**config.mk**
```make
export PLATFORM = sky130hd
export DESIGN_NAME = xor_float_stream_encoder
export DESIGN_NICKNAME = d
export VERILOG_FILES = /design/src/rtl/xfse_pkg.sv /design/src/rtl/xfse_front.sv /design/src/rtl/xfse_queue.sv /design/src/rtl/xfse_back.sv /design/src/rtl/xor_float_stream_encoder.sv
export VERILOG_INCLUDE_DIRS = /design/src /design/src/rtl
export SDC_FILE = /design/constraint.sdc
export NUM_CORES = 1
export LEC_CHECK = 0
export BUFFER_PORTS_ARGS = -buffer_cell sky130_fd_sc_hd__buf_2
export CAP_MARGIN = 20
export CORE_MARGIN = 2
export CORE_UTILIZATION = 55
export CTS_CLUSTER_DIAMETER = 120
export DETAILED_ROUTE_END_ITERATION = 8
export PLACE_DENSITY = 0.83
export SLEW_MARGIN = 30
export SYNTH_ARGS = -nofsm -noshare
export SYNTH_HDL_FRONTEND = slang
export SYNTH_SLANG_ARGS = --single-unit
```
**constraint.sdc**
```tcl
create_clock -name i_clk -period 13.5 [get_ports i_clk]
set_clock_uncertainty 0.1 [all_clocks]
set_input_delay 1.35 -clock i_clk [delete_from_list [all_inputs] [get_ports i_clk]]
set_output_delay 1.35 -clock i_clk [all_outputs]
set_load 0.03 [all_outputs]
```
**src/rtl/xor_float_stream_encoder_assert.svh**
```systemverilog
// Assertion macros for the XOR float stream encoder.
// Included by the top level; the bodies reference i_clk and i_rst_n there.
`ifndef XOR_FLOAT_STREAM_ENCODER_ASSERT_SVH
`define XOR_FLOAT_STREAM_ENCODER_ASSERT_SVH
`ifndef SYNTHESIS
`define XFSE_ASSERT(lbl, cond) \
    lbl: assert property (@(posedge i_clk) disable iff (!i_rst_n) (cond)) \
        else $error("xfse check failed");
`define XFSE_ASSERT_IMP(lbl, ante, cons) \
    lbl: assert property (@(posedge i_clk) disable iff (!i_rst_n) (ante) |-> (cons)) \
        else $error("xfse check failed");
`define XFSE_ASSERT_NEXT(lbl, ante, cons) \
    lbl: assert property (@(posedge i_clk) disable iff (!i_rst_n) (ante) |=> (cons)) \
        else $error("xfse check failed");
`else
`define XFSE_ASSERT(lbl, cond)
`define XFSE_ASSERT_IMP(lbl, ante, cons)
`define XFSE_ASSERT_NEXT(lbl, ante, cons)
`endif
`endif

```
**src/rtl/xfse_pkg.sv**
```systemverilog
// Shared types, constants and bit-count functions of the XOR float stream encoder.
// No dependencies; used by every module of the block.
`default_nettype none
package xfse_pkg;

    localparam int unsigned DATA_W       = 64;
    localparam int unsigned LEN_W        = 7;
    localparam int unsigned LZ_W         = 5;
    localparam int unsigned TZ_W         = 6;
    localparam int unsigned QUEUE_DEPTH  = 2;
    localparam int unsigned QCNT_W       = $clog2(QUEUE_DEPTH + 1);
    localparam int unsigned QPTR_W       = $clog2(QUEUE_DEPTH);

    localparam logic [LZ_W-1:0]  LZ_MAX        = 5'd31;
    localparam logic [1:0]       CTRL_REUSE    = 2'b01;
    localparam logic [1:0]       CTRL_NEW      = 2'b11;
    localparam logic [LEN_W-1:0] LEN_FULL      = 7'd64;
    localparam logic [LEN_W-1:0] LEN_ZERO      = 7'd1;
    localparam logic [LEN_W-1:0] LEN_CTRL_REUSE = 7'd2;
    localparam logic [LEN_W-1:0] LEN_CTRL_NEW  = 7'd13;
    // largest payload that still fits with its control in one chunk
    localparam logic [LEN_W-1:0] MAX_FIT_REUSE = LEN_FULL - LEN_CTRL_REUSE;
    localparam logic [LEN_W-1:0] MAX_FIT_NEW   = LEN_FULL - LEN_CTRL_NEW;

    // how the back end must encode a request
    typedef enum logic [1:0] {
        KIND_RAW   = 2'd0,
        KIND_ZERO  = 2'd1,
        KIND_REUSE = 2'd2,
        KIND_NEW   = 2'd3
    } t_kind;

    // one classified request between front and back
    typedef struct packed {
        t_kind              kind;
        logic [DATA_W-1:0]  x;      // raw value or XOR with the previous value
        logic [TZ_W-1:0]    tz;     // payload shift
        logic [LZ_W-1:0]    lz;     // clamped leading zeros (new window)
        logic [LEN_W-1:0]   len;    // meaningful bits
    } t_entry;

    // queue occupancy seen by the front end and the top level
    typedef struct packed {
        logic              full;
        logic              not_empty;
        logic [QCNT_W-1:0] count;
    } t_q_status;

    // leading zeros by halving; valid for a nonzero word
    function automatic logic [TZ_W-1:0] lead_zeros(input logic [DATA_W-1:0] x);
        logic [DATA_W-1:0] v;
        logic [TZ_W-1:0]   n;
        v = x;
        n = '0;
        if (v[63:32] == '0) begin n[5] = 1'b1; v = v << 32; end
        if (v[63:48] == '0) begin n[4] = 1'b1; v = v << 16; end
        if (v[63:56] == '0) begin n[3] = 1'b1; v = v << 8;  end
        if (v[63:60] == '0) begin n[2] = 1'b1; v = v << 4;  end
        if (v[63:62] == '0) begin n[1] = 1'b1; v = v << 2;  end
        if (v[63] == 1'b0)  begin n[0] = 1'b1; end
        return n;
    endfunction

    // trailing zeros: leading zeros of the bit-reversed word
    function automatic logic [TZ_W-1:0] trail_zeros(input logic [DATA_W-1:0] x);
        logic [DATA_W-1:0] r;
        for (int i = 0; i < DATA_W; i++) begin
            r[i] = x[DATA_W-1-i];
        end
        return lead_zeros(r);
    endfunction

endpackage
`default_nettype wire

```
**src/rtl/xfse_front.sv**
```systemverilog
// Front end: accepts samples, XORs with the previous one, counts zeros,
// decides window reuse and keeps the series state. Uses xfse_pkg.
`default_nettype none
module xfse_front (
    input  wire logic                       i_clk,
    input  wire logic                       i_rst_n,
    input  wire logic                       i_valid,
    input  wire logic [xfse_pkg::DATA_W-1:0] i_value_bits,
    input  wire logic                       i_series_start,
    input  wire xfse_pkg::t_q_status        i_q_status,
    output logic                            o_stall,
    output logic                            o_push,
    output xfse_pkg::t_entry                o_entry
);

    logic [xfse_pkg::DATA_W-1:0] r_prev, n_prev;
    logic [xfse_pkg::LEN_W-1:0]  r_win_len, n_win_len;
    logic [xfse_pkg::LZ_W-1:0]   r_win_lead, n_win_lead;
    logic [xfse_pkg::TZ_W-1:0]   r_win_trail, n_win_trail;

    logic [xfse_pkg::DATA_W-1:0] w_x;
    logic [xfse_pkg::TZ_W-1:0]   w_lz, w_tz;
    logic [xfse_pkg::LZ_W-1:0]   w_lz_clamp;
    logic [xfse_pkg::LEN_W-1:0]  w_new_len;
    logic                        w_fits;
    logic                        w_accept;

    assign o_stall  = i_q_status.full;
    assign w_accept = i_valid && !i_q_status.full;
    assign o_push   = w_accept;

    // XOR and zero counts
    assign w_x  = i_value_bits ^ r_prev;
    assign w_lz = xfse_pkg::lead_zeros(w_x);
    assign w_tz = xfse_pkg::trail_zeros(w_x);
    assign w_lz_clamp = (w_lz > {1'b0, xfse_pkg::LZ_MAX}) ? xfse_pkg::LZ_MAX
                                                           : w_lz[xfse_pkg::LZ_W-1:0];
    assign w_new_len = xfse_pkg::LEN_FULL - {2'b00, w_lz_clamp} - {1'b0, w_tz};
    assign w_fits = (r_win_len != '0) && ({1'b0, r_win_lead} <= w_lz) && (r_win_trail <= w_tz);

    // classify and compute the next window
    always_comb begin
        n_prev      = r_prev;
        n_win_len   = r_win_len;
        n_win_lead  = r_win_lead;
        n_win_trail = r_win_trail;
        o_entry.x   = w_x;
        o_entry.tz  = w_tz;
        o_entry.lz  = w_lz_clamp;
        o_entry.len = w_new_len;
        if (i_series_start) begin
            o_entry.kind = xfse_pkg::KIND_RAW;
            o_entry.x    = i_value_bits;
            n_win_len    = '0;
            n_win_lead   = '0;
            n_win_trail  = '0;
        end else if (w_x == '0) begin
            o_entry.kind = xfse_pkg::KIND_ZERO;
        end else if (w_fits) begin
            o_entry.kind = xfse_pkg::KIND_REUSE;
            o_entry.tz   = r_win_trail;
            o_entry.len  = r_win_len;
        end else begin
            o_entry.kind = xfse_pkg::KIND_NEW;
            n_win_len    = w_new_len;
            n_win_lead   = w_lz_clamp;
            n_win_trail  = w_tz;
        end
        if (w_accept) begin
            n_prev = i_value_bits;
        end else begin
            n_win_len   = r_win_len;
            n_win_lead  = r_win_lead;
            n_win_trail = r_win_trail;
        end
    end

    // series state
    always_ff @(posedge i_clk) begin
        if (!i_rst_n) begin
            r_prev      <= '0;
            r_win_len   <= '0;
            r_win_lead  <= '0;
            r_win_trail <= '0;
        end else begin
            r_prev      <= n_prev;
            r_win_len   <= n_win_len;
            r_win_lead  <= n_win_lead;
            r_win_trail <= n_win_trail;
        end
    end

endmodule
`default_nettype wire

```
**src/rtl/xfse_queue.sv**
```systemverilog
// Two-entry request queue between front and back end.
// Uses xfse_pkg for the entry and status types.
`default_nettype none
module xfse_queue (
    input  wire logic                i_clk,
    input  wire logic                i_rst_n,
    input  wire logic                i_push,
    input  wire xfse_pkg::t_entry    i_entry,
    input  wire logic                i_pop,
    output xfse_pkg::t_entry         o_head,
    output xfse_pkg::t_q_status      o_status
);

    xfse_pkg::t_entry              r_mem [xfse_pkg::QUEUE_DEPTH];
    logic [xfse_pkg::QPTR_W-1:0]   r_wr_ptr, r_rd_ptr;
    logic [xfse_pkg::QCNT_W-1:0]   r_count, n_count;
    logic                          w_push, w_pop;

    assign w_push = i_push && (r_count != xfse_pkg::QCNT_W'(xfse_pkg::QUEUE_DEPTH));
    assign w_pop  = i_pop && (r_count != '0);

    assign o_head             = r_mem[r_rd_ptr];
    assign o_status.full      = (r_count == xfse_pkg::QCNT_W'(xfse_pkg::QUEUE_DEPTH));
    assign o_status.not_empty = (r_count != '0);
    assign o_status.count     = r_count;

    always_comb begin
        n_count = r_count;
        if (w_push && !w_pop) begin
            n_count = r_count + 1'b1;
        end else if (w_pop && !w_push) begin
            n_count = r_count - 1'b1;
        end
    end

    // storage, no reset needed
    always_ff @(posedge i_clk) begin
        if (w_push) begin
            r_mem[r_wr_ptr] <= i_entry;
        end
    end

    // pointers and fill level
    always_ff @(posedge i_clk) begin
        if (!i_rst_n) begin
            r_wr_ptr <= '0;
            r_rd_ptr <= '0;
            r_count  <= '0;
        end else begin
            r_count <= n_count;
            if (w_push) begin
                r_wr_ptr <= r_wr_ptr + 1'b1;
            end
            if (w_pop) begin
                r_rd_ptr <= r_rd_ptr + 1'b1;
            end
        end
    end

endmodule
`default_nettype wire

```
**src/rtl/xfse_back.sv**
```systemverilog
// Back end: turns queued requests into one or two chunks and holds the
// output register. Uses xfse_pkg.
`default_nettype none
module xfse_back (
    input  wire logic                        i_clk,
    input  wire logic                        i_rst_n,
    input  wire xfse_pkg::t_entry            i_head,
    input  wire logic                        i_head_valid,
    output logic                             o_pop,
    output logic                             o_valid,
    input  wire logic                        i_stall,
    output logic [xfse_pkg::DATA_W-1:0]      o_chunk_bits,
    output logic [xfse_pkg::LEN_W-1:0]       o_chunk_len,
    output logic                             o_last_chunk
);

    logic                         r_valid;
    logic                         r_phase, n_phase;
    logic [xfse_pkg::DATA_W-1:0]  r_bits, n_bits;
    logic [xfse_pkg::LEN_W-1:0]   r_len, n_len;
    logic                         r_last, n_last;

    logic [xfse_pkg::DATA_W-1:0]  w_payload;
    logic [xfse_pkg::DATA_W-1:0]  w_ctrl;
    logic                         w_two;
    logic                         w_load;

    assign o_valid      = r_valid;
    assign o_chunk_bits = r_bits;
    assign o_chunk_len  = r_len;
    assign o_last_chunk = r_last;

    assign w_payload = i_head.x >> i_head.tz;
    assign w_ctrl    = {51'd0, i_head.len[5:0], i_head.lz, xfse_pkg::CTRL_NEW};
    assign w_two = ((i_head.kind == xfse_pkg::KIND_REUSE) &&
                    (i_head.len > xfse_pkg::MAX_FIT_REUSE)) ||
                   ((i_head.kind == xfse_pkg::KIND_NEW) &&
                    (i_head.len > xfse_pkg::MAX_FIT_NEW));
    assign w_load = i_head_valid && (!r_valid || !i_stall);
    assign o_pop  = w_load && (r_phase || !w_two);

    // chunk formation
    always_comb begin
        n_phase = r_phase;
        n_bits  = w_payload;
        n_len   = i_head.len;
        n_last  = 1'b1;
        if (r_phase) begin
            n_phase = 1'b0;
        end else begin
            unique case (i_head.kind)
                xfse_pkg::KIND_RAW: begin
                    n_bits = i_head.x;
                    n_len  = xfse_pkg::LEN_FULL;
                end
                xfse_pkg::KIND_ZERO: begin
                    n_bits = '0;
                    n_len  = xfse_pkg::LEN_ZERO;
                end
                xfse_pkg::KIND_REUSE: begin
                    if (w_two) begin
                        n_bits  = {62'd0, xfse_pkg::CTRL_REUSE};
                        n_len   = xfse_pkg::LEN_CTRL_REUSE;
                        n_last  = 1'b0;
                        n_phase = 1'b1;
                    end else begin
                        n_bits = {62'd0, xfse_pkg::CTRL_REUSE} | (w_payload << 2);
                        n_len  = i_head.len + xfse_pkg::LEN_CTRL_REUSE;
                    end
                end
                xfse_pkg::KIND_NEW: begin
                    if (w_two) begin
                        n_bits  = w_ctrl;
                        n_len   = xfse_pkg::LEN_CTRL_NEW;
                        n_last  = 1'b0;
                        n_phase = 1'b1;
                    end else begin
                        n_bits = w_ctrl | (w_payload << 13);
                        n_len  = i_head.len + xfse_pkg::LEN_CTRL_NEW;
                    end
                end
                default: begin
                    n_bits = '0;
                end
            endcase
        end
    end

    // output register payload
    always_ff @(posedge i_clk) begin
        if (w_load) begin
            r_bits <= n_bits;
            r_len  <= n_len;
            r_last <= n_last;
        end
    end

    // output valid and split phase
    always_ff @(posedge i_clk) begin
        if (!i_rst_n) begin
            r_valid <= 1'b0;
            r_phase <= 1'b0;
        end else begin
            if (w_load) begin
                r_valid <= 1'b1;
                r_phase <= n_phase;
            end else if (!i_stall) begin
                r_valid <= 1'b0;
            end
        end
    end

endmodule
`default_nettype wire

```
**src/rtl/xor_float_stream_encoder.sv**
```systemverilog
// XOR float stream encoder: takes one 64-bit sample per cycle unless stalled and emits
// bit chunks (value, length, last) for an LSB-first stream. A sample that
// opens a series goes out raw; a repeat goes out as one 0 bit; other
// samples are XORed with the previous one and coded against the current
// window (control 01) or open a new one (control 11, 5-bit leading zeros,
// 6-bit length). The front end takes one request per cycle while the queue is not full
// and finishes the window state in that cycle; a two-entry queue feeds the back end,
// which emits one chunk per cycle while the output is not stalled. Throughput is one
// request per cycle when nothing stalls, except a request whose chunk exceeds 64 bits,
// which goes out as two chunks. A request is queued, then loaded into the output register.
`default_nettype none
`include "xor_float_stream_encoder_assert.svh"
module xor_float_stream_encoder (
    input  wire logic                        i_clk,
    input  wire logic                        i_rst_n,
    input  wire logic                        i_valid,
    output logic                             o_stall,
    input  wire logic [xfse_pkg::DATA_W-1:0] i_value_bits,
    input  wire logic                        i_series_start,
    output logic                             o_valid,
    input  wire logic                        i_stall,
    output logic [xfse_pkg::DATA_W-1:0]      o_chunk_bits,
    output logic [xfse_pkg::LEN_W-1:0]       o_chunk_len,
    output logic                             o_last_chunk
);

    xfse_pkg::t_q_status w_q_status;
    xfse_pkg::t_entry    w_push_entry;
    xfse_pkg::t_entry    w_head;
    logic                w_push;
    logic                w_pop;

    // classification and window state
    xfse_front u_front (
        .i_clk          (i_clk),
        .i_rst_n        (i_rst_n),
        .i_valid        (i_valid),
        .i_value_bits   (i_value_bits),
        .i_series_start (i_series_start),
        .i_q_status     (w_q_status),
        .o_stall        (o_stall),
        .o_push         (w_push),
        .o_entry        (w_push_entry)
    );

    // decoupling queue
    xfse_queue u_queue (
        .i_clk    (i_clk),
        .i_rst_n  (i_rst_n),
        .i_push   (w_push),
        .i_entry  (w_push_entry),
        .i_pop    (w_pop),
        .o_head   (w_head),
        .o_status (w_q_status)
    );

    // chunk formation and output register
    xfse_back u_back (
        .i_clk        (i_clk),
        .i_rst_n      (i_rst_n),
        .i_head       (w_head),
        .i_head_valid (w_q_status.not_empty),
        .o_pop        (w_pop),
        .o_valid      (o_valid),
        .i_stall      (i_stall),
        .o_chunk_bits (o_chunk_bits),
        .o_chunk_len  (o_chunk_len),
        .o_last_chunk (o_last_chunk)
    );

    // queue never overfills
    `XFSE_ASSERT(a_queue_bound, w_q_status.count <= 2'd2)
    // a split request's first chunk is a bare control word
    `XFSE_ASSERT_IMP(a_split_ctrl, o_valid && !o_last_chunk, o_chunk_len == 7'd2 || o_chunk_len == 7'd13)
    // the second chunk of a split request follows right after the first
    `XFSE_ASSERT_NEXT(a_split_follow, o_valid && !i_stall && !o_last_chunk, o_valid)
    // no chunk is empty or longer than a word
    `XFSE_ASSERT_IMP(a_len_range, o_valid, o_chunk_len != 7'd0 && o_chunk_len <= 7'd64)

endmodule
`default_nettype wire

```
==> results.tsv <==
stage	metric	value	unit
worst_setup_path	startpoint types	primary input	
grt	first-pass GRT wire length	113000	µm
synth	post-synthesis cell type count	88	
worst_setup_path	crit end category	register	
clock_network	Post-CTS Setup Bufs	0	
grt	pin count of the biggest net entering global routing	129	
worst_setup_path	reg2reg setup slack	6.62	ns
die	Initial Util	55.7	%
synth	Seq/Total Area, Yosys	40.6	%
drt	DRT met1 WL	30700	µm
worst_setup_path	critical path class	primary input to register	
synth	Area contributors post-synth	edfxtp_1 (33%), mux2i_1 (11%), dfxtp_1 (8.1%)	
final_layout	Final Instance Count excl. Fillers	2877	
clock_network	CTS tree	yes	
drt	DR vias/cell	6.53	
sta	Slew Limit Fails	0	
synth	most used flip-flop cell after synthesis	edfxtp_1	
drt	Met2 Routed Length	34500	µm
die	CORE AREA	39700	µm²
grt	vias in the first global route	17784	
place	Place WS	5.66	ns
worst_hold_path	WHS Path Cells	2	
synth	FF+latch count, synth	329	
worst_setup_path	Reg2Reg Launch Point	u_front.r_prev[3]	
drt	final wirelength	75800	µm
sta	Setup-failing EPs final	0	
worst_setup_path	Worst R2R Path Depth	24	
worst_setup_path	FF-to-FF End	u_front.r_win_trail[0]	
pwr	VDD IR-drop max	0.147	mV
pwr	Reg power frac	27.6	%
status	outcome	finished clean	
place	DP HPWL	57200	µm
grt	grt total ovfl	0	
worst_setup_path	CP max FO	18	
sta	Final Cycle Share	55.2	%
sta	Final Hold Viols	0	
clock_network	clock root cell	clkbuf_16	
clock_network	Max Buffers Root-to-Sink	3	
final_layout	proportion of layout cells with a drive suffix above 1	16.6	%
synth	Post-Syn Instances	2271	
run	max cap viols	0	
synth	mean post-synth cell area	9.74	µm²
worst_setup_path	critical path's top delay family	compound AO/OA/AOI/OAI gates	
grt	Total GRT Usage	36.2	%
synth	synth warn	0	
clock_network	clk_lat worst skew	0.56	ns
synth	Synth top area share	32.6	%
clock_network	CTS resizes	0	
drt	Top Layer Used	met4	
drt	routed wl met3	6320	µm
place	Final GP Congestion	1.11	
drt	Post-route DRC	0	
die	io pins	143	
synth	Post-synth ARST share	0	%
clock_network	Worst-path clk slew	0.06	ns
synth	syn nets	2366	
final_layout	NumNets Final	2421	
drt	WL/cell	26.3	µm
sta	Sum Neg Setup Slack	0	ns
place	PortBufs	142	
pwr	pwr/cell area	233	nW/µm²
pwr	P_sw	0.00266	W
final_layout	ANT cells	0	
grt	initial antenna violation count	1	
drt	DR vias	18777	
die	Die Y	205	µm
drt	drt pass-1 iters	6	
sta	fmax	134	MHz
clock_network	H-tree depth	2	
worst_setup_path	Arrival @ worst endpoint	7.85	ns
place	post-placement cell count	2813	
synth	number of flops mapped to enable cells by yosys	240	
pwr	P_leak	8.90	nW
sta	Slew Limit Headroom	37.1	%
pwr	Sw Ratio	46.9	%
sta	Hold WS	0.371	ns
sta	shortest period the worst path allows	7.45	ns
sta	Worst Tran Pin Value	0.944	ns
die	Rows	73	
worst_setup_path	crit path max-delay cell type	o21ai_2	
die	Die W	205	µm
synth	mapped cell area	22100	µm²
sta	RSZ-0062 raised after global routing	false	
synth	cell taking the most area after synthesis	edfxtp_1	
pwr	Clk pwr share	16.6	%
worst_hold_path	hold endpoint	u_front.r_win_lead[0]	
die	die area	41800	µm²
final_layout	area delta synth->final	10.1	%
drt	Final ANT Viol Nets	0	
worst_setup_path	CP max stage delay	0.61	ns
clock_network	CTS Sinks	329	
clock_network	CTS Hold Buffers Added	0	
pwr	combinational share of power	55.8	%
final_layout	fillers	3234	
drt	DRT iter0 DRCs	2382	
worst_hold_path	Hold Path Origin	u_front.r_win_lead[0]	
worst_setup_path	Critical Path RT	13.89	ns
sta	Final WS setup	6.05	ns
pwr	Tot Pwr	0.00567	W
clock_network	CTS buffer count	36	
worst_setup_path	buffers and inverters on the worst path	4	
pwr	Pint	0.00301	W
worst_hold_path	Hold Crit Class	register to register	
## cells by family (layout without fill, tap and decap cells)
logic type | after synthesis | in the layout | share of synthesized area [%]
buffers and inverters | 191 | 272 | 3.43
adders and majority gates | 26 | 26 | 1.50
AOI/OAI and AO/OA | 549 | 549 | 16.5
DFF | 329 | 329 | 40.6
muxes | 372 | 372 | 18.6
and+or+nand+nor | 660 | 660 | 13.6
xor gates and xnor gates | 144 | 144 | 5.70
## routing by layer
metal  track usage, %  vias to the layer above
met5                0                        -
met4             18.0                        0
met3             5.27                      204
met2             57.4                     1073
met1             48.5                     9026
li1                 -                     8474
## synthesized netlist by cell type (all sizes together) (25+ instances only)
cell	n
edfxtp	240
inv	32
o21ai	86
xor2	38
nor2	170
o22ai	47
nand2b	73
ha	25
mux2	103
clkbuf	110
nand2	285
mux2i	248
dfxtp	89
a21oi	151
xnor2	106
buf	48
a21boi	70
## metrics by stage
stage / utilization [%] / area [µm²]
finish: 61.3 / 24400
global placement: 58.5 / 23200
detailed placement: 58.5 / 23200
floorplan: - / 22100
global route: 61.3 / 24400
CTS: 61.3 / 24400
## flip-flops by register name (all words and copies together), names as in the netlist, named ones only
name / cells
u_front.r_win_lead: 5
u_queue.r_mem: 168
u_queue.r_rd_ptr: 1
u_queue.r_count: 2
u_back.r_phase: 1
u_front.r_prev: 64
u_queue.r_wr_ptr: 1
u_back.o_chunk_len: 7
u_back.o_valid: 1
u_back.o_last_chunk: 1
u_back.o_chunk_bits: 64
u_front.r_win_len: 7
u_front.r_win_trail: 6
## how the worst max path moves through the flow
| stage | start | end | slack (ns) | cells after the start |
|---|---|---|---|---|
| after global routing | i_value_bits[17] | u_front.r_win_len[1] | 5.69 | 25 |
| after global placement | i_value_bits[17] | u_queue.r_mem[0][13] | 5.61 | 23 |
| after floorplan | i_stall | u_queue.r_count[1] | 6.93 | 5 |
| final | i_value_bits[3] | u_front.r_win_trail[0] | 6.05 | 25 |
| after CTS | i_value_bits[17] | u_queue.r_mem[0][13] | 6.23 | 23 |
| after detailed placement | i_value_bits[17] | u_queue.r_mem[0][13] | 5.66 | 23 |
## power by group through the flow
stage | Clock (W) | Combinational, W | Sequential [W]
4_1_cts | 0.000952 | 0.00306 | 0.00156
5_1_grt | 0.000991 | 0.00335 | 0.00159
3_5_place_dp | 0 | 0.00305 | 0.00158
3_3_place_gp | 0 | 0.00303 | 0.00157
2_1_floorplan | 0 | 0.00192 | 0.00179
6_report | 0.000941 | 0.00316 | 0.00157
## final cells by class
class                           instances  area (µm²)  share of cell area (%)
Clock buffer                           49         992                    4.07
Multi-Input combinational cell       1751       12500                    51.3
Clock inverter                         15         119                   0.488
Sequential cell                       329        9000                    36.9
Timing Repair Buffer                  175         971                    3.99
Inverter                               33         136                   0.560
Tap cell                              525         657                    2.70
## tightest hold or removal path: stages, from the launching register on
cell and delay (ns):
dfxtp_1 0.31, nand2_1 0.05, a21boi_1 0.06
## cell usage in the layout, fill, tap and decap left out, types with 30 or more instances in the layout
cell | netlist | layout
nand2_1 | 285 | 284
mux2i_1 | 248 | 242
edfxtp_1 | 240 | 240
nor2_1 | 169 | 167
a21oi_1 | 150 | 149
buf_2 | 11 | 142
xnor2_1 | 106 | 106
mux2_2 | 101 | 101
dfxtp_1 | 89 | 87
o21ai_0 | 85 | 85
nand2b_1 | 73 | 73
a21boi_0 | 69 | 69
o22ai_1 | 47 | 47
xor2_1 | 38 | 38
clkbuf_16 | 0 | 38
buf_4 | 2 | 32
inv_1 | 31 | 30
No activity file was read; power rests on OpenSTA's default activity.
